==> config.mk <==
export PLATFORM = sky130hd
export DESIGN_NAME = svpwm_gain_div
export DESIGN_NICKNAME = d
export VERILOG_FILES = /design/src/design/svpwm_pkg.sv /design/src/design/svpwm_gain_div.sv
export SDC_FILE = /design/constraint.sdc
export NUM_CORES = 1
export LEC_CHECK = 0
export BUFFER_PORTS_ARGS = -buffer_cell sky130_fd_sc_hd__buf_2
export CORE_MARGIN = 3
export CORE_UTILIZATION = 30
export CTS_BUF_LIST = sky130_fd_sc_hd__clkbuf_2 sky130_fd_sc_hd__clkbuf_4 sky130_fd_sc_hd__clkbuf_8
export CTS_CLUSTER_DIAMETER = 50
export DETAILED_ROUTE_END_ITERATION = 8
export GPL_ROUTABILITY_DRIVEN = 0
export PLACE_DENSITY = 0.57
export SLEW_MARGIN = 40
export SYNTH_ARGS = -nofsm -noshare
export SYNTH_HDL_FRONTEND = slang
export SYNTH_SLANG_ARGS = --single-unit
==> constraint.sdc <==
create_clock -name i_clk -period 3.5 [get_ports i_clk]
set_input_delay 0.525 -clock i_clk [delete_from_list [all_inputs] [get_ports i_clk]]
set_output_delay 0.525 -clock i_clk [all_outputs]
set_load 0.01 [all_outputs]
==> src/design/svpwm_pkg.sv <==
// shared types, widths and constants for the svpwm sector duty block
package svpwm_pkg;

    localparam int DUTY_BITS       = 16;
    localparam int VOLT_W          = 16;
    localparam int BUS_W           = 15;
    localparam int GAIN_W          = 29;
    localparam int GAIN_LO_W       = 15;
    localparam int PROJ_W          = 35;
    localparam int QUEUE_DEPTH_DEF = 4;

    // sqrt3 with 28 fraction bits, and the gain for the reset bus voltage of 1000
    localparam logic [GAIN_W-1:0] SQRT3_Q28  = 29'd464943848;
    localparam logic [GAIN_W-1:0] GAIN_RESET = 29'd464944;

    typedef logic [2:0] t_sector;

    // sign codes: bit0 a0 positive, bit1 a1 positive, bit2 a2 positive
    localparam t_sector SEC_NONE  = 3'd0;
    localparam t_sector SEC_A0    = 3'd1;
    localparam t_sector SEC_A1    = 3'd2;
    localparam t_sector SEC_A0_A1 = 3'd3;
    localparam t_sector SEC_A2    = 3'd4;
    localparam t_sector SEC_A0_A2 = 3'd5;
    localparam t_sector SEC_A1_A2 = 3'd6;
    localparam t_sector SEC_ALL   = 3'd7;

    typedef struct packed {
        logic signed [VOLT_W-1:0] volt_d;
        logic signed [VOLT_W-1:0] volt_q;
        logic signed [VOLT_W-1:0] angle_sin;
        logic signed [VOLT_W-1:0] angle_cos;
    } t_in_item;

    typedef struct packed {
        logic [DUTY_BITS-1:0] duty_phase_a;
        logic [DUTY_BITS-1:0] duty_phase_b;
        logic [DUTY_BITS-1:0] duty_phase_c;
        t_sector              sector_code;
        logic                 overmodulated;
    } t_out_item;

    typedef struct packed {
        t_sector                  sector;
        logic signed [PROJ_W-1:0] p1;
        logic signed [PROJ_W-1:0] p2;
    } t_queue_entry;

    typedef struct packed {
        logic full;
        logic empty;
    } t_queue_stat;

endpackage

==> src/design/svpwm_gain_div.sv <==
// gain divider: sqrt3 / bus voltage, one quotient bit per cycle
module svpwm_gain_div
    import svpwm_pkg::*;
(
    input  logic              i_clk,
    input  logic              i_rst_n,
    input  logic              i_cfg_valid,
    output logic              o_cfg_ready,
    input  logic [BUS_W-1:0]  i_cfg_data,
    output logic              o_busy,
    output logic [GAIN_W-1:0] o_gain
);

    localparam int CNT_W = $clog2(GAIN_W);

    logic              r_busy;
    logic [CNT_W-1:0]  r_cnt;
    logic [GAIN_W-1:0] r_gain;
    logic [BUS_W-1:0]  r_div;
    logic [BUS_W-1:0]  r_rem;
    logic [GAIN_W-1:0] r_quo;

    logic              w_accept;
    logic [BUS_W-1:0]  w_div_in;
    logic [GAIN_W-1:0] w_num;
    logic [BUS_W:0]    w_trial;
    logic [BUS_W:0]    w_diff;
    logic              w_ge;
    logic [BUS_W-1:0]  w_rem_next;

    assign w_accept   = i_cfg_valid && o_cfg_ready;
    // zero bus voltage counts as one
    assign w_div_in   = (i_cfg_data == '0) ? BUS_W'(1) : i_cfg_data;
    assign w_num      = SQRT3_Q28 + GAIN_W'(w_div_in >> 1);
    assign w_trial    = {r_rem, r_quo[GAIN_W-1]};
    assign w_diff     = w_trial - {1'b0, r_div};
    assign w_ge       = (w_trial >= {1'b0, r_div});
    assign w_rem_next = w_ge ? w_diff[BUS_W-1:0] : w_trial[BUS_W-1:0];

    always_ff @(posedge i_clk) begin
        if (!i_rst_n) begin
            r_busy <= 1'b0;
            r_cnt  <= '0;
            r_gain <= GAIN_RESET;
        end else if (w_accept) begin
            r_busy <= 1'b1;
            r_cnt  <= CNT_W'(GAIN_W - 1);
        end else if (r_busy) begin
            if (r_cnt == '0) begin
                r_busy <= 1'b0;
                r_gain <= {r_quo[GAIN_W-2:0], w_ge};
            end else begin
                r_cnt <= r_cnt - CNT_W'(1);
            end
        end
    end

    always_ff @(posedge i_clk) begin
        if (w_accept) begin
            r_div <= w_div_in;
            r_rem <= '0;
            r_quo <= w_num;
        end else if (r_busy) begin
            r_rem <= w_rem_next;
            r_quo <= {r_quo[GAIN_W-2:0], w_ge};
        end
    end

    assign o_cfg_ready = !r_busy;
    assign o_busy      = r_busy;
    assign o_gain      = r_gain;

endmodule

# == After elaboration in Yosys (flattened, before gate mapping) ==
# Cells that the tools add are included.
# totals
ff_bits,94
in_bits,18
wordCells,35
# op_classes
add_sub_neg,3
order_cmp,1
eq_ne,1
muxes,10
bitwise,3
n_reduce_logical,9
# op_table
cell,n
29-bit two-way mux,2
15-bit two-way mux,2
"28-bit by 15-bit adder with 29-bit output, first input constant",1
16-bit by 15-bit >= comparator with 1-bit output,1
15-bit zero test,1
5-bit two-way mux,3
15-bit subtractor,1
5-bit zero test,1
"5-bit by 1-bit subtractor with 5-bit output, second input constant",1
2-bit AND reduction,2
1-bit two-way mux,3
1-bit NOT,3
3-bit AND reduction,1
"2-bit != test, second input constant",1
2-bit nonzero test,1
2-bit OR reduction,1
1-bit logical AND,1
1-bit zero test,1

# == Logic depth before layout (Yosys ltp) ==
# depth
word_depth,4
mapped_depth,10
mapped_depth_nobuf,9

# == Worst setup path after synthesis ==
# OpenSTA, ideal clock, no wires.
# synth_path
path_type,register -> register
from,reg r_div[0]
to,reg r_rem[13]
setup_ns,0.123
arrival_time_ns,2.118
slack_ns,1.258
path_stages_with_launch,10
path_buffers,1
synth_period_minus_slack_ns,2.242
cell_sequence,edfxtp_1 > ha_1 > fa_1 > nand2b_1 > a211oi_2 > o21ai_1 > a21oi_2 > buf_6 > nor4bb_1 > o21ai_1
# synth_via
elab_chain_cells,2
elab_cells_between_ends,3
cone_classes,add/sub: 1; order compare: 1; mux: 1
# synth_lines
element,line_no,rtl
start: declaration,svpwm_gain_div.sv:19,logic [BUS_W-1:0] r_div;
start signal: assignment,svpwm_gain_div.sv:60,r_div <= w_div_in;
15-bit subtractor or 16-bit by 15-bit >= comparator with 1-bit output (tied branches),"svpwm_gain_div.sv:36, svpwm_gain_div.sv:37",
15-bit two-way mux *,svpwm_gain_div.sv:38,assign w_rem_next = w_ge ? w_diff[BUS_W-1:0] : w_trial[BUS_W-1:0];
end signal: assignment,svpwm_gain_div.sv:64,r_rem <= w_rem_next;
end: declaration,svpwm_gain_div.sv:20,logic [BUS_W-1:0] r_rem;
# Every way passes the cells marked *; elsewhere a longest branch is shown, timed or not.
# A chain may end at the register's enable or synchronous reset.

# == Worst setup path after layout ==
# layout_path
from,reg r_div[0]
to,reg r_rem[1]
# The elaborated chain is that of the path after synthesis.

==> impl_metrics.ini <==
[run_status]
status = finished, final reports clean

[placement]
dp.cells = 688
dp_hpwl_um = 7508
io_buffers = 48

[clock_tree]
cts_resized = 0
tritoncts = done
insertion_delay_ns = 0.37
cts_made_buffers = 9
cts_buffer_depth = 2
cts_max_level = 3
clkSlewWorstSetupHoldPaths_ns = 0.10
cts.sinks = 94
clock-root-buffer = clkbuf_8
cts_hold_buf = 0
postCtsSetupRepairBufs = 0

[grt]
grt_pass1_wl_um = 17190
antenna_found_initial = 0
gr-total-overflow = 0
grt_usage_pct = 13.03
grt_pass1_vias = 3407
grt_max_degree = 44

[power_and_ir_drop]
powerDensity_nw_per_um2 = 475.8
vdd_drop_max_mv = 0.2086
power.total_mw = 2.466
p_leak_nw = 2.048

[floorplanning]
rows = 44
die_height_um = 129.9
coreArea_um2 = 14750
die_x_um = 129.9
start_util_pct = 31.23
boundaryPins = 49
die_area_um2 = 16880

[setup_path]
crit_type = reg2reg
crit_path_start_kind = flip-flop
endpoint_kind = flip-flop
r2r-start = r_div[0]$_SDFFCE_PP1P_
rr_worst_depth = 9
crit_path_max_fanout = 11
worstPathArrival_ns = 3.13
crit_required_ns = 3.82
crit_path_start = r_div[0]$_SDFFCE_PP1P_

[timing]
setup-tns-final_ns = 0
maxSlewHeadroom_pct = 47.44
worst_pin_slew_ns = 0.7874
fmax_ghz = 0.3568
fin_crit_sh_pct = 80.09
finalMaxSlewViolations = 0
hold_viol = 0
skew_ns = 0.01280
setup-violations-final = 0
rsz0062_at_grt = false
layout_min_cycle_time_ns = 2.803

[cells_and_area]
layout_common_cells = nand2_1, dfxtp_1, buf_2, edfxtp_1, inv_1
final_nets = 552
drive_above_1_share_pct = 16.35
final_common_cell = nand2_1
syn2layout_area_growth_pct = 12.46
antenna_cells = 0
final_cells = 704

[synth]
syn_area_per_cell_um2 = 9.541
synth_edf_count = 44
synthDistinctLibCells = 55
yosysWarnings = 0
ys_async_sr_fraction_pct = 0
synth_ff_type = dfxtp_1
syn-cell-area_um2 = 4608
synth_nets = 520
syn_inst = 483
ys_ff_latch = 94
seq_area_frac_synth_pct = 50.39

[job]
drv_cap = 0

[drt]
ant_nets = 0
post_drt_wl_per_cell_um = 15.04
wl_um = 10590
drc_errors = 0
via_count = 3492
first_iter_violations = 226
viasPerCell = 4.960
drt_pass1_iterations = 6

[hold_path]
hold_start = i_cfg_data[2]
hold_class = in2reg
worstHoldPathCells = 1
## final timing paths
check	slack, ns	endpoint
hold / removal	0.35	r_div[2]$_DFFE_PP_
setup / recovery	0.70	r_rem[1]$_SDFFE_PP0P_
hold reg to reg	0.46	o_gain[19]$_SDFFE_PN0P_
setup reg to reg	0.70	r_rem[1]$_SDFFE_PP0P_
## sequential cells by signal (all words and copies together), names as in the netlist
| register | count |
|---|---|
| o_busy | 1 |
| r_rem | 15 |
| o_gain | 29 |
| r_div | 15 |
| r_cnt | 5 |
| r_quo | 29 |
## synth_stat cells (all sizes together) (3+ instances only)
library cell | n | area share (%)
clkbuf | 25 | 2.0
nor4 | 3 | 0.41
o21ai | 29 | 3.1
ha | 18 | 4.9
a21oi | 14 | 1.6
xnor2 | 15 | 2.9
a21boi | 23 | 3.7
edfxtp | 44 | 29
o22ai | 3 | 0.41
nand2b | 18 | 2.4
nor2 | 14 | 1.1
dfxtp | 50 | 22
buf | 8 | 1.1
inv | 27 | 2.2
xor2 | 6 | 1.1
o221ai | 4 | 0.76
nor2b | 5 | 0.68
nand2 | 106 | 8.7
nand4 | 5 | 0.68
nor3 | 5 | 0.65
mux2i | 7 | 1.5
and2 | 8 | 1.1
a211oi | 6 | 1.1
mux2 | 4 | 0.98
nand3 | 10 | 1.1
and3 | 3 | 0.41
## critical path, cell delays in order, from the launching register on
cell      delay, ns
edfxtp_1       0.38
ha_1           0.24
fa_1           0.41
nand2b_1       0.19
a211oi_2       0.26
o21ai_1        0.19
a21oi_2        0.42
buf_4          0.31
mux2i_1        0.22
a22o_1         0.13
## report_power, final
| group | switching (mW) | internal [mW] |
|---|---|---|
| Sequential | 0.0569 | 1.27 |
| Clock | 0.415 | 0.339 |
| Combinational | 0.235 | 0.154 |
| Total | 0.706 | 1.76 |
## final cells by class
cell class / count / area (um^2)
Clock inverter: 7 / 78.83
Tap cell: 184 / 230.2
Inverter: 27 / 101.3
Sequential cell: 94 / 2322
Timing Repair Buffer: 54 / 285.3
Clock buffer: 9 / 123.9
Multi-Input combinational cell: 329 / 2041
Fill cell: 1528 / 9572
## layer usage
metal / routed length [um] / vias up / part of all wire, % / GRT usage [%]
li1: - / 1717 / - / -
met1: 4789 / 1690 / 45 / 16.27
met2: 5210 / 68 / 49 / 21.99
met3: 348 / 17 / 3.3 / 2.579
met4: 241 / 0 / 2.3 / 5.562
met5: 0 / - / 0 / 0
## cell families (layout without fill, tap and decap cells)
group / count (synthesis) / after routing / synth area share [%]
DFF: 94 / 94 / 50.39
AOI/OAI and AO/OA: 96 / 96 / 14.20
adders and majority gates: 19 / 19 / 5.322
and+or+nand+nor: 182 / 182 / 18.22
muxes: 11 / 11 / 2.498
buffers and inverters: 60 / 97 / 5.376
xor gates and xnor gates: 21 / 21 / 3.991
## per-stage QoR
step / setup slack, ns / utilization (%) / hold slack, ns / cell area, um^2
2_1_floorplan: 1.258 / - / 0.4435 / 4608
3_3_place_gp: 0.8302 / 33.75 / 0.4420 / 4980
3_5_place_dp: 0.6919 / 33.75 / 0.4471 / 4980
4_1_cts: 0.6735 / 35.13 / 0.3274 / 5182
5_1_grt: 0.4630 / 35.13 / 0.3451 / 5182
6_report: 0.6969 / 35.13 / 0.3546 / 5182
Note: power is estimated with default switching activity, not from simulation.
