`config.mk`:
```
export PLATFORM = sky130hd
export DESIGN_NAME = svpwm_front
export DESIGN_NICKNAME = d
export VERILOG_FILES = /design/src/design/svpwm_pkg.sv /design/src/design/svpwm_front.sv
export SDC_FILE = /design/constraint.sdc
export NUM_CORES = 2
export LEC_CHECK = 0
export ABC_CLOCK_PERIOD_IN_PS = 12600
export BUFFER_PORTS_ARGS = -buffer_cell sky130_fd_sc_hd__clkbuf_2
export CORE_ASPECT_RATIO = 0.7
export CORE_MARGIN = 8
export CORE_UTILIZATION = 34
export CTS_CLUSTER_SIZE = 14
export DETAILED_ROUTE_END_ITERATION = 8
export PLACE_DENSITY_LB_ADDON = 0.2
export SLEW_MARGIN = 20
export SYNTH_ARGS = -nofsm -noshare
export SYNTH_HDL_FRONTEND = slang
export SYNTH_SLANG_ARGS = --single-unit
```
`constraint.sdc`:
```
create_clock -name i_clk -period 12.6 [get_ports i_clk]
set_clock_uncertainty 0.2 [all_clocks]
set_input_delay 0.63 -clock i_clk [delete_from_list [all_inputs] [get_ports i_clk]]
set_output_delay 0.63 -clock i_clk [all_outputs]
set_load 0.05 [all_outputs]
```
`src/design/svpwm_pkg.sv`:
```
// shared types, widths and constants for the svpwm sector duty block
package svpwm_pkg;

    localparam int DUTY_BITS       = 16;
    localparam int VOLT_W          = 16;
    localparam int BUS_W           = 15;
    localparam int GAIN_W          = 29;
    localparam int GAIN_LO_W       = 15;
    localparam int PROJ_W          = 35;
    localparam int QUEUE_DEPTH_DEF = 4;

    // sqrt3 with 28 fraction bits, and the gain for the reset bus voltage of 1000
    localparam logic [GAIN_W-1:0] SQRT3_Q28  = 29'd464943848;
    localparam logic [GAIN_W-1:0] GAIN_RESET = 29'd464944;

    typedef logic [2:0] t_sector;

    // sign codes: bit0 a0 positive, bit1 a1 positive, bit2 a2 positive
    localparam t_sector SEC_NONE  = 3'd0;
    localparam t_sector SEC_A0    = 3'd1;
    localparam t_sector SEC_A1    = 3'd2;
    localparam t_sector SEC_A0_A1 = 3'd3;
    localparam t_sector SEC_A2    = 3'd4;
    localparam t_sector SEC_A0_A2 = 3'd5;
    localparam t_sector SEC_A1_A2 = 3'd6;
    localparam t_sector SEC_ALL   = 3'd7;

    typedef struct packed {
        logic signed [VOLT_W-1:0] volt_d;
        logic signed [VOLT_W-1:0] volt_q;
        logic signed [VOLT_W-1:0] angle_sin;
        logic signed [VOLT_W-1:0] angle_cos;
    } t_in_item;

    typedef struct packed {
        logic [DUTY_BITS-1:0] duty_phase_a;
        logic [DUTY_BITS-1:0] duty_phase_b;
        logic [DUTY_BITS-1:0] duty_phase_c;
        t_sector              sector_code;
        logic                 overmodulated;
    } t_out_item;

    typedef struct packed {
        t_sector                  sector;
        logic signed [PROJ_W-1:0] p1;
        logic signed [PROJ_W-1:0] p2;
    } t_queue_entry;

    typedef struct packed {
        logic full;
        logic empty;
    } t_queue_stat;

endpackage

```
`src/design/svpwm_front.sv`:
```
// front: inverse park, projections and sector classification
module svpwm_front
    import svpwm_pkg::*;
(
    input  logic         i_clk,
    input  logic         i_rst_n,
    input  logic         i_in_valid,
    output logic         o_in_ready,
    input  t_in_item     i_in_data,
    input  logic         i_hold,
    input  t_queue_stat  i_queue_stat,
    output logic         o_push,
    output t_queue_entry o_push_data
);

    localparam int PRD_W  = 2 * VOLT_W;
    localparam int AB_W   = PRD_W + 1;
    localparam int K_W    = 18;
    localparam int M_W    = AB_W + K_W;
    localparam int X_W    = M_W + 1;
    localparam int Q_SHFT = 15;
    localparam int STAGES = 4;

    // sqrt3/2 with 16 fraction bits
    localparam logic signed [K_W-1:0] HALF_SQRT3 = 18'sd56756;

    logic [STAGES-1:0] r_valid;

    logic signed [PRD_W-1:0]  r_vd_cs, r_vq_sn, r_vd_sn, r_vq_cs;
    logic signed [AB_W-1:0]   r_alpha, r_beta;
    logic signed [M_W-1:0]    r_m;
    logic signed [AB_W-1:0]   r_beta3;
    logic signed [PROJ_W-1:0] r_a0, r_a1, r_a2;

    logic                     w_stall;
    logic                     w_adv;
    logic                     w_accept;
    logic signed [X_W-1:0]    w_x1, w_x2;
    logic                     w_pos0, w_pos1, w_pos2;
    t_sector                  w_sector;
    logic signed [PROJ_W-1:0] w_p1, w_p2;

    assign w_stall    = r_valid[STAGES-1] && i_queue_stat.full;
    assign w_adv      = !w_stall;
    assign o_in_ready = !i_hold && !w_stall;
    assign w_accept   = i_in_valid && o_in_ready;

    assign w_x1 = X_W'(r_m) - (X_W'(r_beta3) <<< Q_SHFT);
    assign w_x2 = -X_W'(r_m) - (X_W'(r_beta3) <<< Q_SHFT);

    always_ff @(posedge i_clk) begin
        if (!i_rst_n) begin
            r_valid <= '0;
        end else if (w_adv) begin
            r_valid <= {r_valid[STAGES-2:0], w_accept};
        end
    end

    always_ff @(posedge i_clk) begin
        if (w_adv) begin
            r_vd_cs <= i_in_data.volt_d * i_in_data.angle_cos;
            r_vq_sn <= i_in_data.volt_q * i_in_data.angle_sin;
            r_vd_sn <= i_in_data.volt_d * i_in_data.angle_sin;
            r_vq_cs <= i_in_data.volt_q * i_in_data.angle_cos;

            r_alpha <= AB_W'(r_vd_cs) - AB_W'(r_vq_sn);
            r_beta  <= AB_W'(r_vd_sn) + AB_W'(r_vq_cs);

            r_m     <= r_alpha * HALF_SQRT3;
            r_beta3 <= r_beta;

            r_a0 <= PROJ_W'(r_beta3) <<< 1;
            r_a1 <= PROJ_W'(w_x1 >>> Q_SHFT);
            r_a2 <= PROJ_W'(w_x2 >>> Q_SHFT);
        end
    end

    // strictly positive tests
    assign w_pos0   = !r_a0[PROJ_W-1] && (r_a0 != '0);
    assign w_pos1   = !r_a1[PROJ_W-1] && (r_a1 != '0);
    assign w_pos2   = !r_a2[PROJ_W-1] && (r_a2 != '0);
    assign w_sector = {w_pos2, w_pos1, w_pos0};

    // active vector projections per sector
    always_comb begin
        unique case (w_sector)
            SEC_A0_A1: begin w_p1 = r_a1;  w_p2 = r_a0;  end
            SEC_A0:    begin w_p1 = -r_a1; w_p2 = -r_a2; end
            SEC_A0_A2: begin w_p1 = r_a0;  w_p2 = r_a2;  end
            SEC_A2:    begin w_p1 = -r_a0; w_p2 = -r_a1; end
            SEC_A1_A2: begin w_p1 = r_a2;  w_p2 = r_a1;  end
            SEC_A1:    begin w_p1 = -r_a2; w_p2 = -r_a0; end
            default:   begin w_p1 = '0;    w_p2 = '0;    end
        endcase
    end

    assign o_push             = r_valid[STAGES-1] && !i_queue_stat.full;
    assign o_push_data.sector = w_sector;
    assign o_push_data.p1     = w_p1;
    assign o_push_data.p2     = w_p2;

endmodule

```
=== Yosys cells after proc, flatten, opt, wreduce, memory -nomap -nowiden ===
Index checks and enable logic that the tools add are counted.

* Bits in registers: 382
* Logic and storage cells: 49
* Output and inout port bits: 75
* Input bits: 70

* Multiplexer cells: 2
* Equal/unequal tests: 6
* Reductions and logical operators: 16
* Add/sub/neg operators: 8
* $mul: 5

{| class="wikitable"
|+ Operator list
! cell !! count
|-
| one-hot mux 35 bit (6 select lines) || 2
|-
| multiplier 16 x 16 -> 32 bit || 4
|-
| nonzero test 35 bit || 3
|-
| subtractor 50 x 48 -> 50 bit || 2
|-
| negator 35 bit || 2
|-
| negator 50 bit || 1
|-
| multiplier 33 x 15 -> 48 bit, second input constant || 1
|-
| negator 34 -> 35 bit || 1
|-
| adder 32 x 32 -> 33 bit || 1
|-
| subtractor 32 x 32 -> 33 bit || 1
|-
| equality test 3 bit, second input constant || 3
|-
| logical AND 1 bit || 7
|-
| equality test 3 x 2 -> 1 bit, second input constant || 2
|-
| logical NOT 1 bit || 6
|-
| equality test 3 x 1 -> 1 bit, second input constant || 1
|}

=== Longest topological paths before layout ===
* Depth after elaboration: 4
* Mapped depth: 26
* Depth with buffers taken out: 24

=== Worst setup path before layout ===
Ideal clock, no wire load.

* Path type: input to register
* From: in i_queue_stat[1] (netlist name)
* To: reg r_a0[10] (enable)
* Path slack: 2.798 ns
* Required time: 9.599 ns
* Cell stages on the path: 1
* Buffers on the path: 0
* Data arrival time: 6.801 ns
* Setup time: 2.801 ns
* Cells stage by stage: nand2_1

* Longest elaborated chain between the ends: 1

{| class="wikitable"
|+ RTL lines
! element !! line !! source
|-
| from (decl) || svpwm_front.sv:11 || <nowiki>input t_queue_stat i_queue_stat,</nowiki>
|-
| logical AND 1 bit || svpwm_front.sv:43 || <nowiki>assign w_stall = r_valid[STAGES-1] && i_queue_stat.full;</nowiki>
|-
| to (signal assigned) || svpwm_front.sv:72 || <nowiki>r_a0 <= PROJ_W'(r_beta3) <<< 1;</nowiki>
|-
| to (decl) || svpwm_front.sv:33 || <nowiki>logic signed [PROJ_W-1:0] r_a0, r_a1, r_a2;</nowiki>
|}

No other way between the ends.
A chain may end at the register's enable or synchronous reset.

=== Final worst setup path ===
* From: in i_in_data[31] (netlist name)
* To: reg r_vd_sn[30], data pin

* Longest elaborated chain between the ends: 1

{| class="wikitable"
|+ RTL lines
! element !! line !! source
|-
| from (decl) || svpwm_front.sv:9 || <nowiki>input t_in_item i_in_data,</nowiki>
|-
| multiplier 16 x 16 -> 32 bit || svpwm_front.sv:63 || <nowiki>r_vd_sn <= i_in_data.volt_d * i_in_data.angle_sin;</nowiki>
|-
| to (signal assigned) || svpwm_front.sv:63 ||
|-
| to (decl) || svpwm_front.sv:29 || <nowiki>logic signed [PRD_W-1:0] r_vd_cs, r_vq_sn, r_vd_sn, r_vq_cs;</nowiki>
|}

No other way between the ends.

==> summary.txt <==
Route
  • DR WL/cell: roughly 19 um
  • Vias: approximately 50,000
  • Via density: roughly 4.9
  • 1st-pass router iterations: 6
  • Post-DRT Antenna Nets: 0
  • # DRC: 0
  • Final WL: a little over 200,000 um
  • 1st-iter DRT viols: 3,456

Logic synthesis
  • Yosys reg bits: roughly 380
  • Dominant cell type by area after synthesis: fa_1
  • Post-Syn Area: 72,700 um^2
  • Syn Inst Count: between 7,000 and 8,000
  • Syn nets: 9,674
  • YS warnings: 0
  • Area fraction of the dominant cell type after synthesis: 0.360
  • Syn avg cell area: 9.53 um^2
  • Top post-synthesis cells by area: fa_1 (36%), edfxtp_1 (16%), ha_1 (11%), inv_1 (9.0%), and2_1 (4.4%)
  • Main synth FF type: edfxtp_1
  • Post-synth ARST share: 0
  • Post-synthesis sequential area ratio: 0.157
  • Unique cell type count in the Yosys netlist: between 80 and 90
  • Number of flops mapped to enable cells by yosys: between 300 and 400

Global routing
  • Vias in the first global route: about 54,000
  • All-layer global routing usage: 0.180
  • Pin count of the biggest net entering global routing: 141
  • First-pass GRT wire length: 323,000 um
  • Initial antenna violation count: 19
  • GRT overflow: 0

Placement
  • Placed Instances: ~10,000
  • IO buf count: 143
  • Gpl congestion: 0.869
  • Setup WS pre-CTS: 4120 ps
  • HPWL Detailed: 159,000 um

Final layout
  • Storage element area: ~11,000 um^2
  • Fillers: 21,800
  • Layout Nets: between 9,000 and 10,000
  • Multi-input gate area: around 54,000 um^2
  • Share of cells above drive strength 1: 0.0426
  • Layout Cells excl Fill: ~11,000
  • Area Growth Syn to Fin: 7.24%

Timing
  • Setup violations, final: 0
  • Fin Setup TNS: 0 ps
  • Final WS setup: approximately 4700 ps
  • Max Freq: approximately 130 MHz
  • Fin crit share: 0.625
  • Final Hold Viols: 0
  • Final min period: a little under 8000 ps
  • Worst rel slew slack: 0.199
  • Hold Slack: about 63 ps
  • Pins Over Slew Limit: 0
  • Worst slew pin tran: 1200 ps
  • RSZ-0062 raised after global routing: no

Clock network
  • CTS tree: built
  • # hold bufs at CTS: 0
  • Clk buf depth: 3
  • Root buffer cell: clkbuf_16
  • Number of setup buffers added after CTS: 0
  • CTS buffer count: 47
  • Clock Latency Late Sink: 640 ps
  • H-tree level count: 2
  • Clk slew on worst S/H paths: around 60 ps
  • Post-CTS Resized: 0
  • Clock sinks: 382

Setup path
  • Critical path buffers and inverters: 6
  • Critical path arrival: around 8000 ps
  • WP data required: 12,770 ps
  • CP top delay family: adder cells
  • Setup CP Type: primary input to register
  • Worst setup EP type: register
  • CP max FO: 14
  • Cell mode on critical path: fa_1
  • Worst Setup Start Kind: primary input
  • Max incr delay on CP: ~710 ps
  • Slowest cell on crit path: a221oi_1
  • Critical-path cell list: clkbuf_2, clkinv_1, buf_4, nor2_1, fa_1, fa_1, fa_1, fa_1, fa_1, inv_1, fa_1, inv_1, ha_1, inv_1, nor2_1, a21oi_1, o21ai_0, a31o_2, a221oi_1, o21ai_0, o31ai_1, mux2i_1, nand2_1

Floorplanning
  • Height of the die: just over 400 um
  • Core Area: 213,000 um^2
  • Initial core utilization: 0.341
  • Row count: approximately 140
  • Full die area: around 230,000 um^2
  • Chip width: 569 um
  • Ports: between 100 and 150

Hold path
  • Tightest Hold Check Type: primary input to register

Outcome
  • Outcome: completed

Flow run
  • # Max-Cap Violations: 0
[layer usage]
metal / routed length (um) / share of wire / global-route usage / vias up
li1: - / - / - / 23700
met1: 104000 / 0.51 / 0.280 / 26200
met2: 84600 / 0.41 / 0.267 / 1344
met3: 10800 / 0.053 / 0.0204 / 217
met4: 4740 / 0.023 / 0.0380 / 8
met5: 54 / 0.00026 / 0 / -
[cells in the final DEF, fill, tap and decap left out, types with 122 or more instances in the layout]
cell and n:
clkbuf_2 141, a21oi_1 325, o21ai_0 162, fa_1 1308
xnor2_1 292, a21o_1 122, xor2_1 136, nand2_1 678
inv_1 1746, edfxtp_1 378, nor2_1 315, and2_1 508
ha_1 665
[worst register-to-register path: stages (launching register included)]
cell	delay [ps]
edfxtp_1	480
ha_1	480
inv_1	100
fa_1	510
inv_1	50
fa_1	570
fa_1	440
fa_1	490
inv_1	50
fa_1	490
inv_1	40
ha_1	340
a21o_1	190
a221oi_1	380
a21oi_1	190
o21a_1	210
o31ai_1	520
o31ai_1	280
a221oi_1	580
o21ai_1	260
a221oi_1	320
o21bai_1	110
xnor2_1	130
[path summary, 6_finish.rpt]
kind	start	to	slack, ps	depth (start not counted)
hold / removal	i_rst_n	r_valid[3]	60	2
hold reg to reg	r_beta[17]	r_beta3[17]	210	0
setup / recovery	i_in_data[31]	r_vd_sn[30]	4730	23
setup reg to reg	r_alpha[10]	r_m[49]	4920	22
[sequential cells by signal, indices dropped and copies added, names as in the netlist]
signal   count
r_a2        35
r_alpha     33
r_vq_cs     32
r_beta3     33
r_beta      33
r_m         48
r_a0        33
r_vq_sn     32
r_a1        35
r_vd_cs     32
r_vd_sn     32
r_valid      4
[cells in the mapped netlist (all sizes together), types with 7 or more instances]
cell / number
a21boi: 8
mux2i: 7
buf: 34
or2: 9
nor3: 72
o21ai: 170
nand3b: 11
a32oi: 7
a21oi: 327
a31o: 7
nand2b: 55
o31ai: 21
o211ai: 15
o21bai: 36
xnor2: 292
o221ai: 16
nand2: 679
nor2: 320
fa: 1308
ha: 666
nand4: 20
inv: 1748
o41ai: 11
and2: 509
o22ai: 7
a31oi: 29
xor2: 136
o21a: 40
a211o: 7
and3: 24
a211oi: 33
a21o: 122
clkbuf: 231
a311oi: 15
nor3b: 10
a22oi: 23
or3: 16
a221oi: 27
or4: 9
nor4: 23
nand3: 56
edfxtp: 378
nor2b: 42
[through the flow]
step,instance area (um^2),utilization
5_1_grt,78000,0.365
3_3_place_gp,76400,0.358
3_5_place_dp,76400,0.358
2_1_floorplan,72700,-
6_report,78000,0.366
4_1_cts,78000,0.365
[cell type report]
class,instances,area share
Multi-Input combinational cell,5234,0.688
Sequential cell,382,0.147
Inverter,1749,0.0842
Tap cell,2880,0.0462
Clock buffer,57,0.0157
Timing Repair Buffer,200,0.0148
Clock inverter,29,0.00406
Antenna cell,3,0.0000963
[cells by family after synthesis]
kind of cell	Yosys count	synth area share
multiplexers	7	0.000963
adder cells (fa/ha/maj)	1974	0.475
flip-flops	382	0.157
AO/OA/AOI/OAI	958	0.0840
buffers and inverters	2014	0.105
XOR/XNOR	428	0.0515
AND/OR/NAND/NOR	1867	0.127
Power is left out: the tool's default activity adds up to more than one toggle a clock period on the data nets, which glitch-free logic cannot reach.
