==> src/design/svpwm_pkg.sv <==
// shared types, widths and constants for the svpwm sector duty block
package svpwm_pkg;

    localparam int DUTY_BITS       = 16;
    localparam int VOLT_W          = 16;
    localparam int BUS_W           = 15;
    localparam int GAIN_W          = 29;
    localparam int GAIN_LO_W       = 15;
    localparam int PROJ_W          = 35;
    localparam int QUEUE_DEPTH_DEF = 4;

    // sqrt3 with 28 fraction bits, and the gain for the reset bus voltage of 1000
    localparam logic [GAIN_W-1:0] SQRT3_Q28  = 29'd464943848;
    localparam logic [GAIN_W-1:0] GAIN_RESET = 29'd464944;

    typedef logic [2:0] t_sector;

    // sign codes: bit0 a0 positive, bit1 a1 positive, bit2 a2 positive
    localparam t_sector SEC_NONE  = 3'd0;
    localparam t_sector SEC_A0    = 3'd1;
    localparam t_sector SEC_A1    = 3'd2;
    localparam t_sector SEC_A0_A1 = 3'd3;
    localparam t_sector SEC_A2    = 3'd4;
    localparam t_sector SEC_A0_A2 = 3'd5;
    localparam t_sector SEC_A1_A2 = 3'd6;
    localparam t_sector SEC_ALL   = 3'd7;

    typedef struct packed {
        logic signed [VOLT_W-1:0] volt_d;
        logic signed [VOLT_W-1:0] volt_q;
        logic signed [VOLT_W-1:0] angle_sin;
        logic signed [VOLT_W-1:0] angle_cos;
    } t_in_item;

    typedef struct packed {
        logic [DUTY_BITS-1:0] duty_phase_a;
        logic [DUTY_BITS-1:0] duty_phase_b;
        logic [DUTY_BITS-1:0] duty_phase_c;
        t_sector              sector_code;
        logic                 overmodulated;
    } t_out_item;

    typedef struct packed {
        t_sector                  sector;
        logic signed [PROJ_W-1:0] p1;
        logic signed [PROJ_W-1:0] p2;
    } t_queue_entry;

    typedef struct packed {
        logic full;
        logic empty;
    } t_queue_stat;

endpackage

==> src/design/svpwm_queue.sv <==
// small register queue between the classify front and the duty back
module svpwm_queue
    import svpwm_pkg::*;
#(
    parameter int DEPTH = QUEUE_DEPTH_DEF,
    parameter int WIDTH = $bits(t_queue_entry)
) (
    input  logic             i_clk,
    input  logic             i_rst_n,
    input  logic             i_push,
    input  logic [WIDTH-1:0] i_wr_data,
    input  logic             i_pop,
    output logic [WIDTH-1:0] o_rd_data,
    output t_queue_stat      o_stat
);

    localparam int PTR_W = (DEPTH > 1) ? $clog2(DEPTH) : 1;
    localparam int CNT_W = $clog2(DEPTH + 1);

    logic [WIDTH-1:0] r_mem [DEPTH];
    logic [PTR_W-1:0] r_wr_ptr;
    logic [PTR_W-1:0] r_rd_ptr;
    logic [CNT_W-1:0] r_count;

    logic w_push;
    logic w_pop;

    assign o_stat.full  = (r_count == CNT_W'(DEPTH));
    assign o_stat.empty = (r_count == '0);
    assign w_push       = i_push && !o_stat.full;
    assign w_pop        = i_pop && !o_stat.empty;
    assign o_rd_data    = r_mem[r_rd_ptr];

    always_ff @(posedge i_clk) begin
        if (!i_rst_n) begin
            r_wr_ptr <= '0;
            r_rd_ptr <= '0;
            r_count  <= '0;
        end else begin
            if (w_push) begin
                r_wr_ptr <= (r_wr_ptr == PTR_W'(DEPTH - 1)) ? '0 : r_wr_ptr + PTR_W'(1);
            end
            if (w_pop) begin
                r_rd_ptr <= (r_rd_ptr == PTR_W'(DEPTH - 1)) ? '0 : r_rd_ptr + PTR_W'(1);
            end
            case ({w_push, w_pop})
                2'b10:   r_count <= r_count + CNT_W'(1);
                2'b01:   r_count <= r_count - CNT_W'(1);
                default: r_count <= r_count;
            endcase
        end
    end

    always_ff @(posedge i_clk) begin
        if (w_push) begin
            r_mem[r_wr_ptr] <= i_wr_data;
        end
    end

endmodule

==> config.mk <==
export PLATFORM = sky130hd
export DESIGN_NAME = svpwm_queue
export DESIGN_NICKNAME = d
export VERILOG_FILES = /design/src/design/svpwm_pkg.sv /design/src/design/svpwm_queue.sv
export SDC_FILE = /design/constraint.sdc
export NUM_CORES = 1
export LEC_CHECK = 0
export CORE_UTILIZATION = 40
export CTS_CLUSTER_SIZE = 16
export DETAILED_ROUTE_END_ITERATION = 10
export DONT_BUFFER_PORTS = 1
export GPL_ROUTABILITY_DRIVEN = 0
export GPL_TIMING_DRIVEN = 0
export RECOVER_POWER = 25
export SETUP_SLACK_MARGIN = 0.4
export SLEW_MARGIN = 20
export SYNTH_ARGS = -nofsm -noshare
export SYNTH_HDL_FRONTEND = slang
export SYNTH_SLANG_ARGS = --single-unit
export TNS_END_PERCENT = 20
==> constraint.sdc <==
create_clock -name i_clk -period 7.7 [get_ports i_clk]
set_clock_uncertainty 0.05 [all_clocks]
set_input_delay 0.385 -clock i_clk [delete_from_list [all_inputs] [get_ports i_clk]]
set_output_delay 0.385 -clock i_clk [all_outputs]
set_load 0.005 [all_outputs]
Word level (Yosys, flattened, before mapping) --
Memory sizes are Yosys's and may differ from the RTL's. A register that Yosys moved wholly into a read port is not among the register bits. Index checks and enable logic that the tools add are counted.
Cells by class: $add $sub $neg 4, equality and inequality tests 5, multiplexer cells 7, reductions and logical operators 6
Operators with widths (number):
- two-way mux 2 bit | 4
- == test 2 bit (second input constant) | 3
- one-hot mux 3 bit (2 select lines) | 1
- adder 2 x 1 -> 2 bit (second input constant) | 2
- adder 3 x 1 -> 3 bit (second input constant) | 1
- == test 3 bit (second input constant) | 1
- zero test 3 bit | 1
- subtractor 3 x 1 -> 3 bit (second input constant) | 1
- == test 2 x 1 -> 1 bit (second input constant) | 1
- logical AND 1 bit | 2
- zero test 1 bit | 2
- two-way mux 1 bit | 2
- nonzero test 2 bit | 1
Storage, ports and cells: bits in registers 7, bits in writable memories 292, input bits 77, output and inout bits 75, logic and storage cells 26, memories 1
Memories:
- r_mem | depth 4, bits a word 73, read ports 1, clocked after memory_dff 1, write ports 1, RTL line svpwm_queue.sv:20 | logic [WIDTH-1:0] r_mem [DEPTH];

Depth between registers and ports, before layout --
Gate-level depths: netlist of run 1.
depth after elaboration 5, gate-level depth with buffers 10, mapped depth without buffers 9

Worst setup path after synthesis of run 1 --
OpenSTA, ideal clock, no wires.
path type register to register, start point reg r_count[2], end point mem r_mem[0][0] (netlist name), enable pin, library setup time 439 ps, arrival time 2463 ps, data required time 7211 ps, slack 4748 ps, cell stages (with the launch flop) 5, path buffers 1, clock period less this slack 2952 ps, path through dfxtp_1 -> nor3b_2 -> nor2b_1 -> buf_2 -> and2_1
RTL lines:
- start, declared | RTL line svpwm_queue.sv:23 | logic [CNT_W-1:0] r_count;
- start signal, assigned | RTL line svpwm_queue.sv:47 | 2'b10: r_count <= r_count + CNT_W'(1);
- start signal, assigned | RTL line svpwm_queue.sv:48 | 2'b01: r_count <= r_count - CNT_W'(1);
- start signal, assigned | RTL line svpwm_queue.sv:49 | default: r_count <= r_count;
- end, declared | RTL line svpwm_queue.sv:20

==> results of run 1 <==
[timing repair]
action / 4_1_cts / 5_1_grt
gates resized for setup: 0 / 0
hold endpoints to repair: 294 / 0
hold buffers: 74 / 0
[report_power, final]
| group | leakage, nW | switching (W) | internal [W] | total, W |
|---|---|---|---|---|
| sequential | 2.75 | 0.0000390 | 0.00198 | 0.00202 |
| combinational | 1.00 | 0.000405 | 0.000408 | 0.000813 |
| clock | 0.423 | 0.000571 | 0.000711 | 0.00128 |
[sequential cells by signal (all words and copies together) (netlist names), named ones only]
| signal | cells |
|---|---|
| r_wr_ptr | 2 |
| r_count | 3 |
| r_mem | 292 |
| r_rd_ptr | 2 |
[per-stage QoR]
step | util | power (W) | cells
2_1_floorplan | - | 0.00266 | 437
3_3_place_gp | 0.427 | 0.00283 | 809
3_5_place_dp | 0.431 | 0.00285 | 813
4_1_cts | 0.490 | 0.00418 | 940
5_1_grt | 0.490 | 0.00429 | 940
6_report | 0.490 | 0.00411 | 940
[cell type report]
| type | count | area, sq um |
|---|---|---|
| inverter | 7 | 26.3 |
| clock inverter | 16 | 87.6 |
| clock buffer | 37 | 777 |
| buffer | 18 | 200 |
| fill | 2188 | 13800 |
| sequential | 301 | 8950 |
| tap | 372 | 465 |
| timing repair buffer | 78 | 851 |
| multi-input combinational | 111 | 1930 |
[kinds of logic (layout without fill, tap and decap cells)]
family	count (synthesis)	count (layout)	share of synthesized area
flip-flops	301	301	0.806
buffers and inverters	25	156	0.0204
XOR/XNOR	2	2	0.00158
AO/OA/AOI/OAI	6	6	0.00316
AND/OR/NAND/NOR	21	21	0.0100
multiplexers	75	75	0.150
adder cells (fa/ha/maj)	7	7	0.00857
[routing by layer]
layer | share of wire | global-route usage | up-vias
li1 | - | - | 2082
met1 | 0.40 | 0.170 | 2420
met2 | 0.50 | 0.236 | 145
met3 | 0.071 | 0.0390 | 39
met4 | 0.028 | 0.0391 | 0
met5 | 0 | 0 | -
[placed cells by master (no fill, tap or decap), types with 4 or more instances in the layout]
cell	n
buf_16	4
clkbuf_16	30
clkinv_2	4
nand2_1	7
clkbuf_1	8
inv_1	7
buf_12	7
mux4_2	73
edfxtp_1	292
buf_2	8
ha_1	6
and2_4	4
clkinv_1	9
o21ai_0	4
dlygate4sd3_1	74
dfxtp_1	9
[Yosys cell counts, drive strengths merged]
cell type / count / area share
or3: 1 / 0.00056
edfxtp: 292 / 0.79
dfxtp: 9 / 0.016
mux4: 73 / 0.15
nor3b: 1 / 0.0011
nand2: 7 / 0.0024
xnor2: 1 / 0.00079
mux2i: 2 / 0.0018
xor2: 1 / 0.00079
buf: 16 / 0.017
nor2b: 1 / 0.00056
o21ai: 4 / 0.0018
and2: 6 / 0.0034
clkbuf: 2 / 0.00079
ha: 6 / 0.0068
a21boi: 1 / 0.00068
nor3: 1 / 0.00045
inv: 7 / 0.0024
nand3: 2 / 0.00090
fa: 1 / 0.0018
nor2: 2 / 0.00068
o31ai: 1 / 0.00068
[worst paths after layout]
| check | slack [ns] | cells after the start | startpoint | end |
|---|---|---|---|---|
| worst max-delay path | 5.33 | 10 | r_count[2] | r_count[2] |
| worst min-delay path | 0.13 | 2 | i_pop | r_rd_ptr[0] |
| worst max register to register | 5.33 | 10 | r_count[2] | r_count[2] |
| worst min register to register | 0.47 | 2 | r_wr_ptr[0] | r_wr_ptr[0] |
==> results.md, run 1 <==
- After the last flow step, the layout net total stands at 631.
- The run finished with clean final reports.
- The initial antenna violation count came to 0.
- Static timing analysis puts the maximum clock frequency at 422 MHz.
- The number of violations of the max-capacitance limit is 0.
- The number of warnings reported in the yosys synthesis log is 0.
- In the final layout, the share of cells above drive strength 1 is 0.239.
- The setup path with the least slack is of type register to register.
- The hold violation total from the final report came to 0.
- The post-synthesis cell count is 437.
- By instance count, the cell type seen most on the critical path is inv_1.
- The kind of capture point of the worst setup path is a register.
- The wire length of the first global-routing pass is 29500 microns.
- The summed instance area of the synthesized netlist is 11100 sq um.
- The number of setup violations in the final report is 0.
- The leakage power is 4.18 nW.
- The count of nets left with antenna violations once routing finished came out at 0.
- The total number of vias is 4686.
- 152 I/O pins were placed.
- The number of slew-limit violations in the final report is 0.
- The diode insertion count for antenna repair is 0.
- The DRC violation count after routing is 0.
- The data arrival at the endpoint of the critical path is 2.78 ns.
- The clock buffer count from CTS is 30.
- In the routed layout, each cell is associated on average with a via count of 4.99.
- OpenSTA, run right after detailed placement, puts the worst setup slack at 5.35 ns.
- On the worst path, the slowest cell contributes a delay of 0.38 ns.
- The critical path data required time is 8.11 ns.
- Among cell families on the critical path, the largest total delay comes from simple AND/OR/NAND/NOR gates.
- The number of flip-flops and latches in the synthesized netlist is 301.
- Setup total negative slack on the finished layout was measured at 0 ns.
- The starting utilization of the core area is 0.410.
- Synthesis produced a netlist with a net count of 521.
- The TritonCTS sink count is 301.
- The DRC violation total after the first TritonRoute iteration is 247.
- Measured along the x axis, the die boundary spans 169 microns.
- The TritonCTS clock tree is built.
- From synthesis to final layout, the design area changed by 19.7%.
- Entering global routing, the biggest net connects 41 pins.
- The worst-case IR drop observed on VDD is 203 uV.
- The number of global-route vias before repair is 5048.
- The number of setup buffers added after CTS is 0.
- The worst relative slew slack is 0.586.
- The total grt overflow is 0.
- The post-layout worst setup margin is 5.33 ns.
- For the worst-skew pair, the clock arrives at the later sink with an insertion delay of 0.54 ns.
- The worst hold path belongs to the class input port to register.
- The post-synthesis area per instance is 25.4 sq um.
- The cell with the largest stage delay on the worst path is dfxtp_1.
- STA classifies the critical path startpoint as a register.
- The CTS H-tree depth is 1.
- In this run the cell area measured after placement is 11700 sq um.
- The signal on the critical path passes through nor3b_2 > nor2b_1 > buf_2 > inv_1 > ha_1 > inv_1 > fa_1 > xor2_1 > or3_1 > a21boi_0.
- Detailed placement ended at an HPWL of 11600 microns.
- On the final layout, the worst hold slack is 0.129 ns.
- The number of different library cells used by synthesis comes to 25.
- Of the synthesized area, sequential elements account for 0.806.
- During placement, the flow inserted port buffers numbering 0.
- After floorplanning, the core was divided into 60 placement rows.
- The clock-pin slew reported for the worst setup and hold paths after clock tree synthesis is 0.06 ns.
- Dividing the detail-routed wire length by the instance count gives 20.5 microns.
- In the finished design, the share of the clock period the worst path needs comes to 0.308.
- Counting both buffers and inverters, the worst setup path holds a total of 3.
- The power per standard cell area is 310 nW/um^2.
- The combined global-route utilization of all metal layers is 0.137.
- The core region area is 27100 sq um.
- The die footprint is 28400 sq um.
- The die is 169 microns tall.
- The number of search-and-repair iterations in the first detailed-routing pass is 4.
- The worst path needs 2.37 ns of the cycle, external delays included.
- Setup repair after global routing left no endpoint under its margin.
- The total wire length after detailed routing is 19300 microns.
- The design area is 13300 sq um.
- The transition time at the pin with the least slew margin is 0.621 ns.
- The maximum buffer depth of the clock tree is 3.
- Along the worst path, the maximum fanout reaches 7.
- The CTS root buffer is clkbuf_16.
Power figures use the tool's default switching activity.
==> inputs of run 2 (changes only) <==
==> constraint.sdc (replaced) <==
create_clock -name i_clk -period 2.15 [get_ports i_clk]
set_clock_uncertainty 0.05 [all_clocks]
set_input_delay 0.1075 -clock i_clk [delete_from_list [all_inputs] [get_ports i_clk]]
set_output_delay 0.1075 -clock i_clk [all_outputs]
set_load 0.005 [all_outputs]
==> run 2 against run 1 <==
Global-route usage up 1.5 points. Critical path depth unchanged. Flip-flop and latch count unchanged. Clock-buffer cell count rose by 1. Setup slack got worse by 5.2 ns. Die area unchanged. First-iteration DRC count shrank 11%. Utilization increased by 2.3 points. Wire length up 14%. Hold slack better by 0.036 ns. Non-clock buffer count up 29. Critical endpoint unchanged.
==> results.md, run 2 (synthesis gave the netlist of run 1 again) <==
- The count of pins on the block boundary is 152 (unchanged).
- The number of nets with antenna violations after routing is 0 (unchanged).
- The DRC violation count after routing is 0 (unchanged).
- The post-synthesis to final-layout area growth is 25.3% (was 19.7%).
- The clock buffer count from CTS is 31 (was 30).
- The pin count of the biggest net entering global routing was 39 (was 41).
- The count of standard-cell rows is 60 (unchanged).
- The placed wire-length estimate is 11700 microns (was 11600 microns).
- The number of search-and-repair iterations in the first detailed-routing pass is 4 (unchanged).
- The cell with the largest stage delay on the worst path is dfxtp_4 (was dfxtp_1).
- Series of cell instances along the critical path: nor3b_4 > nor2b_1 > buf_4 > inv_4 > ha_4 > inv_2 > fa_2 > xor2_1 > or3_1 > a21boi_1 (was nor3b_2 > nor2b_1 > buf_2 > inv_1 > ha_1 > inv_1 > fa_1 > xor2_1 > or3_1 > a21boi_0).
- The die height is 169 microns (unchanged).
- The die extent in x is 169 microns (unchanged).
- The final hold slack is 0.164 ns (was 0.129 ns).
- Unrepaired setup endpoints after global routing: yes (was no).
- Leading cell types in the layout, fill and taps excluded: 292 x edfxtp_1, 76 x dlygate4sd3_1, 73 x mux4_2 (was 292 x edfxtp_1, 74 x dlygate4sd3_1, 73 x mux4_2).
- The design area is 13900 sq um (was 13300 sq um).
- The kind of capture point of the worst setup path is a register (unchanged).
- The count of nets after finishing came to 667 (was 631).
- The area of combinational cells with multiple inputs came to 2020 sq um (was 1930 sq um).
- The maximum buffer depth of the clock tree is 3 (unchanged).
- The combined global-route utilization of all metal layers came to 0.152 (was 0.137).
- The transition time at the pin with the least slew margin is 0.611 ns (was 0.621 ns).
- The number of setup violations in the final report was 0 (unchanged).
- The TritonCTS clock tree was built (unchanged).
- The hold violation total from the final report is 0 (unchanged).
- The initial antenna violation count is 1 (was 0).
- The share of the core filled with cells is 0.513 (was 0.490).
- The register area is 8960 sq um (was 8950 sq um).
- The beginning of the critical path is r_count[1] (was r_count[2]).
- Biggest regs: r_mem x292, r_count x3 (unchanged).
- The clock latency on the worst-skew pair is 0.54 ns (about the same).
- The fmax is 484 MHz (was 422 MHz).
- The reg-to-reg startpoint is r_count[1] (was r_count[2]).
- The power per standard cell area is 1120 nW/um^2 (was 310 nW/um^2).
- The number of violations of the max-capacitance limit is 0 (unchanged).
- The start point of the worst hold path is i_push (was i_pop).
- The largest incremental delay on the critical path is 0.35 ns (was 0.38 ns).
- The worst hold path class is input port to register (unchanged).
- The total wire length after detailed routing is 21900 microns (was 19300 microns).
- The time the worst path needs with I/O delays and setup was 2.07 ns (was 2.37 ns).
- The critical path data required time is 2.56 ns (was 8.11 ns).
- The number of global-route vias before repair came to 5285 (was 5048).
- The starting utilization of the core area is 0.410 (unchanged).
- The number of slew-limit violations in the final report is 0 (unchanged).
- The detailed-route vias per instance is 5.02 (was 4.99).
- The count of buffer and inverter cells on the critical path is 3 (unchanged).
- The critical path class is register to register (unchanged).
- The share of layout cells above drive strength 1 is 0.302 (was 0.239).
- The category of the worst setup path launch point is a register (unchanged).
- The number of fillers in the final layout came to 2122 (was 2188).
- The maximum fanout along the worst path came to 3 (was 7).
- The number of I/O port buffers came to 0 (unchanged).
- The most common library cell in the layout ignoring fill and taps was edfxtp_1 (unchanged).
- Outcome: completed (unchanged).
- The CTS root buffer is clkbuf_16 (unchanged).
- The detail-routed net length per standard cell is 22.5 microns (was 20.5 microns).
- The placed instance area is 11700 sq um (about the same).
- The die footprint is 28400 sq um (unchanged).
- The core region area was 27100 sq um (unchanged).
- The data arrival at the endpoint of the critical path is 2.48 ns (was 2.78 ns).
- The kind of cell adding the most delay to the critical path is simple AND/OR/NAND/NOR gates (unchanged).
- The DRC violation total after the first TritonRoute iteration came to 219 (was 247).
- The leakage power is 4.44 nW (was 4.18 nW).
- The number of flip-flops under the largest register name is 292 (unchanged).
- The highest ir drop seen on vdd is 638 uV (was 203 uV).
- The wire length of the first global-routing pass is 32000 microns (was 29500 microns).
- The CTS H-tree depth is 1 (unchanged).
- The largest register by flop count is r_mem (unchanged).
- The total grt overflow came to 0 (unchanged).
- The total number of vias is 4890 (was 4686).
- The TritonCTS sink count came to 301 (unchanged).
- The final worst-path cycle share is 0.962 (was 0.308).
- The post-layout total power is 0.0155 W (was 0.00411 W).
- The worst relative slew slack came to 0.592 (was 0.586).
- The clock-pin slew reported for the worst setup and hold paths after clock tree synthesis is 0.05 ns (was 0.06 ns).
-- run 2: worst register-to-register path: cells and delay by family, from the launching register on --
family	cells	cell delay, ns
AND/OR/NAND/NOR	3	0.62
adder cells (fa/ha/maj)	2	0.44
flip-flops	1	0.35
buffers and inverters	3	0.24
XOR/XNOR	1	0.15
AO/OA/AOI/OAI	1	0.14
-- run 2: layer usage --
| layer | global-route usage | vias to the layer above | routed length [microns] |
|---|---|---|---|
| met4 | 0.0352 | 0 | 289 |
| li1 | - | 2158 | - |
| met1 | 0.195 | 2581 | 9190 |
| met3 | 0.0402 | 26 | 1390 |
| met2 | 0.260 | 125 | 11000 |
| met5 | 0 | - | 0 |
-- run 2: final cells by class --
type | count | share of cell area
timing repair buffer | 107 | 0.0935
buffer | 18 | 0.0166
antenna | 1 | 0.000180
clock inverter | 14 | 0.00666
inverter | 7 | 0.00207
sequential | 301 | 0.644
multi-input combinational | 117 | 0.145
clock buffer | 38 | 0.0577
tap | 372 | 0.0335
-- run 2: path summary, 6_finish.rpt --
path,endpoint,slack (ns),cells after the start
max,r_count[2],0.08,10
min,r_wr_ptr[1],0.16,5
max reg2reg,r_count[2],0.08,10
min reg2reg,r_wr_ptr[1],0.45,2
-- run 2: power breakdown --
| part | total [W] | switching [W] | internal [W] |
|---|---|---|---|
| Sequential | 0.00726 | 0.000157 | 0.00710 |
| Clock | 0.00476 | 0.00203 | 0.00273 |
| Combinational | 0.00352 | 0.00164 | 0.00188 |
| Total | 0.0155 | 0.00383 | 0.0117 |
-- run 2: repair_timing --
item | CTS | global route
endpoints found under the setup margin | 368 | 358
pin swaps | 6 | 3
buffers inserted | 10 | 7
gates resized for setup | 18 | 34
endpoints found under the hold margin | 301 | 0
hold buffers | 76 | 0
cloned | 10 | 6
-- run 2: metrics by stage --
stage | cells | setup TNS (ns) | worst slack (ns)
CTS | 961 | 0 | 0.0756
global placement | 809 | -19.48 | -0.0787
floorplan | 437 | 0 | 0.161
global route | 975 | -0.0685 | -0.0685
finish | 975 | 0 | 0.0825
detailed placement | 813 | 0 | 0.0168
==> inputs of run 3 (changes only) <==
--- a/config.mk
+++ b/config.mk
@@ -5,12 +5,15 @@
 export SDC_FILE = /design/constraint.sdc
 export NUM_CORES = 1
 export LEC_CHECK = 0
+export CELL_PAD_IN_SITES_DETAIL_PLACEMENT = 1
+export CELL_PAD_IN_SITES_GLOBAL_PLACEMENT = 1
 export CORE_UTILIZATION = 40
 export CTS_CLUSTER_SIZE = 16
 export DETAILED_ROUTE_END_ITERATION = 10
 export DONT_BUFFER_PORTS = 1
 export GPL_ROUTABILITY_DRIVEN = 0
 export GPL_TIMING_DRIVEN = 0
+export PLACE_DENSITY_LB_ADDON = 0.1
 export RECOVER_POWER = 25
 export SETUP_SLACK_MARGIN = 0.4
 export SLEW_MARGIN = 20
==> run 3 against run 2 <==
Clock-buffer cell count up 8. Hold slack worse by 0.054 ns. Utilization is 0.17 points higher. Via count down 0.59%. Combinational power increased by 5%. Largest power group unchanged. Final cell count is 0.62% lower. Critical path type unchanged. Clock power increased by 15%.
==> results.md, run 3 (synthesis gave the netlist of run 1 again) <==
- The worst relative slew slack is 0.623 (was 0.592).
- The critical path class is register to register (unchanged).
- The count of standard-cell rows is 60 (unchanged).
- The CTS H-tree depth is 2 (was 1).
- The met2 usage is 0.271 (was 0.260).
- The most common library cell in the layout ignoring fill and taps is edfxtp_1 (unchanged).
- Unrepaired setup endpoints after global routing: yes (unchanged).
- The largest register by flop count was r_mem (unchanged).
- The beginning of the critical path was r_count[0] (was r_count[1]).
- The largest incremental delay on the critical path was 0.35 ns (about the same).
- The kind of capture point of the worst setup path is a register (unchanged).
- The number of setup violations in the final report is 0 (unchanged).
- The starting utilization of the core area is 0.410 (unchanged).
- The data arrival at the endpoint of the critical path is 2.47 ns (was 2.48 ns).
- The share of the core filled with cells is 0.515 (was 0.513).
- The die height is 169 microns (unchanged).
- The number of slew-limit violations in the final report was 0 (unchanged).
- The power per standard cell area is 1180 nW/um^2 (was 1120 nW/um^2).
- The count of cell instances traversed by the critical path is 10 (unchanged).
- The worst hold path class was input port to register (unchanged).
- The maximum fanout along the worst path is 5 (was 3).
- The CTS root buffer was clkbuf_16 (unchanged).
- The wire length of the first global-routing pass came to 33200 microns (was 32000 microns).
- The DRC violation total after the first TritonRoute iteration is 203 (was 219).
- The number of flip-flops under the largest register name is 292 (unchanged).
- The count of nets after finishing is 656 (was 667).
- The kind of cell adding the most delay to the critical path is simple AND/OR/NAND/NOR gates (unchanged).
- The transition time at the pin with the least slew margin is 0.565 ns (was 0.611 ns).
- The total wire length after detailed routing was 21700 microns (was 21900 microns).
- The number of I/O port buffers came to 0 (unchanged).
- The highest ir drop seen on vdd is 722 uV (was 638 uV).
- The final hold slack came to 0.111 ns (was 0.164 ns).
- The count of buffer and inverter cells on the critical path was 3 (unchanged).
- The most prevalent standard cell on the critical path is inv_2.
- The die footprint is 28400 sq um (unchanged).
- The clock buffer count from CTS came to 34 (was 31).
- The share of layout cells above drive strength 1 came to 0.291 (was 0.302).
- The TritonCTS clock tree is built (unchanged).
- The total grt overflow was 0 (unchanged).
- The number of search-and-repair iterations in the first detailed-routing pass was 4 (unchanged).
- The clock latency on the worst-skew pair is 0.50 ns (was 0.54 ns).
- Series of cell instances along the critical path: nor3b_4 > nor2b_1 > buf_4 > inv_2 > ha_4 > inv_2 > fa_2 > xor2_1 > or3_1 > a21boi_2 (was nor3b_4 > nor2b_1 > buf_4 > inv_4 > ha_4 > inv_2 > fa_2 > xor2_1 > or3_1 > a21boi_1).
- The time the worst path needs with I/O delays and setup is 2.09 ns (was 2.07 ns).
- The category of the worst setup path launch point is a register (unchanged).
- The combined global-route utilization of all metal layers was 0.159 (was 0.152).
- The final worst-path cycle share was 0.972 (was 0.962).
- The most used routing layer in global routing is met2 (unchanged).
- The initial antenna violation count is 2 (was 1).
- The placed wire-length estimate is 12400 microns (was 11700 microns).
- Outcome: completed (unchanged).
- The maximum buffer depth of the clock tree is 3 (unchanged).
- The post-synthesis to final-layout area growth came to 25.7% (was 25.3%).
- The number of violations of the max-capacitance limit is 0 (unchanged).
- The start point of the worst hold path was i_push (unchanged).
- The total number of vias was 4861 (was 4890).
- The critical path data required time came to 2.53 ns (was 2.56 ns).
- The DRC violation count after routing came to 0 (unchanged).
- The clock-pin slew reported for the worst setup and hold paths after clock tree synthesis is 0.05 ns (about the same).
- The met1 usage in global routing is 0.200 (was 0.195).
- The number of global-route vias before repair is 5436 (was 5285).
- The fmax is 478 MHz (was 484 MHz).
- The hold violation total from the final report is 0 (unchanged).
- The count of pins on the block boundary was 152 (unchanged).
- The met3 usage was 0.0402 (unchanged).
- Biggest regs: r_mem x292, r_count x3 (unchanged).
- The number of cell instances on the worst register-to-register path is 10 (unchanged).
- The die extent in x is 169 microns (unchanged).
- The leakage power is 4.44 nW (about the same).
- Leading cell types in the layout, fill and taps excluded: 292 x edfxtp_1, 77 x dlygate4sd3_1, 73 x mux4_2 (was 292 x edfxtp_1, 76 x dlygate4sd3_1, 73 x mux4_2).
- The detailed-route vias per instance is 5.02 (about the same).
- The core region area is 27100 sq um (unchanged).
- The pin count of the biggest net entering global routing is 43 (was 39).
- The cell with the largest stage delay on the worst path is dfxtp_4 (unchanged).
- The reg-to-reg startpoint is r_count[0] (was r_count[1]).
- The worst hold path stage count is 4 (was 5).
- The number of nets with antenna violations after routing is 0 (unchanged).
- The TritonCTS sink count was 301 (unchanged).
- The detail-routed net length per standard cell is 22.4 microns (was 22.5 microns).
- The number of fillers in the final layout is 2327 (was 2122).
[run 3: area by class of cell]
| type | instances | area, sq um | share of cell area |
|---|---|---|---|
| Clock inverter | 13 | 110 | 0.00789 |
| Multi-Input combinational cell | 111 | 1980 | 0.142 |
| Tap cell | 372 | 465 | 0.0334 |
| Timing Repair Buffer | 99 | 1210 | 0.0865 |
| Clock buffer | 46 | 960 | 0.0688 |
| Antenna cell | 2 | 5.00 | 0.000359 |
| Inverter | 7 | 26.3 | 0.00188 |
| Sequential cell | 301 | 8960 | 0.643 |
| Buffer | 18 | 239 | 0.0171 |
[run 3: power breakdown]
part / switching [W] / internal, W / total (W)
Sequential: 0.000159 / 0.00711 / 0.00727
Clock: 0.00212 / 0.00336 / 0.00547
Combinational: 0.00169 / 0.00200 / 0.00368
[run 3: final timing paths]
path	endpoint	slack [ns]
min reg2reg	r_wr_ptr[1]	0.46
max reg2reg	r_count[2]	0.06
max	r_count[2]	0.06
min	r_wr_ptr[1]	0.11
[run 3: what timing repair did]
action / 4_1_cts / 5_1_grt
hold buffers: 77 / 0
setup endpoints to repair: 348 / 367
setup buffers: 10 / 0
pin swaps: 5 / 5
hold endpoints to repair: 301 / 0
gates resized for setup: 22 / 10
gates cloned: 7 / 0
[run 3: stage by stage]
| step | setup TNS (ns) | setup slack, ns | cell area (sq um) | instances | power [W] |
|---|---|---|---|---|---|
| CTS | 0 | 0.0345 | 13900 | 967 | 0.0167 |
| detailed placement | -0.0137 | -0.0137 | 11700 | 814 | 0.0103 |
| global route | -2.20 | -0.0678 | 14000 | 969 | 0.0171 |
| finish | 0 | 0.0599 | 14000 | 969 | 0.0164 |
| global placement | -41.48 | -0.156 | 11600 | 809 | 0.0102 |
| floorplan | 0 | 0.161 | 11100 | 437 | 0.00953 |
[run 3: tightest hold or removal path: cells and delay by family]
family	cells	cell delay [ns]
multiplexers	1	0.06
buffers and inverters	2	0.30
AND/OR/NAND/NOR	1	0.14
[run 3: metal layers]
layer  up-vias  wire length [microns]
li1       2128                      -
met1      2577                   8970
met2       126                  11200
met3        30                   1220
met4         0                    366
met5         -                      0
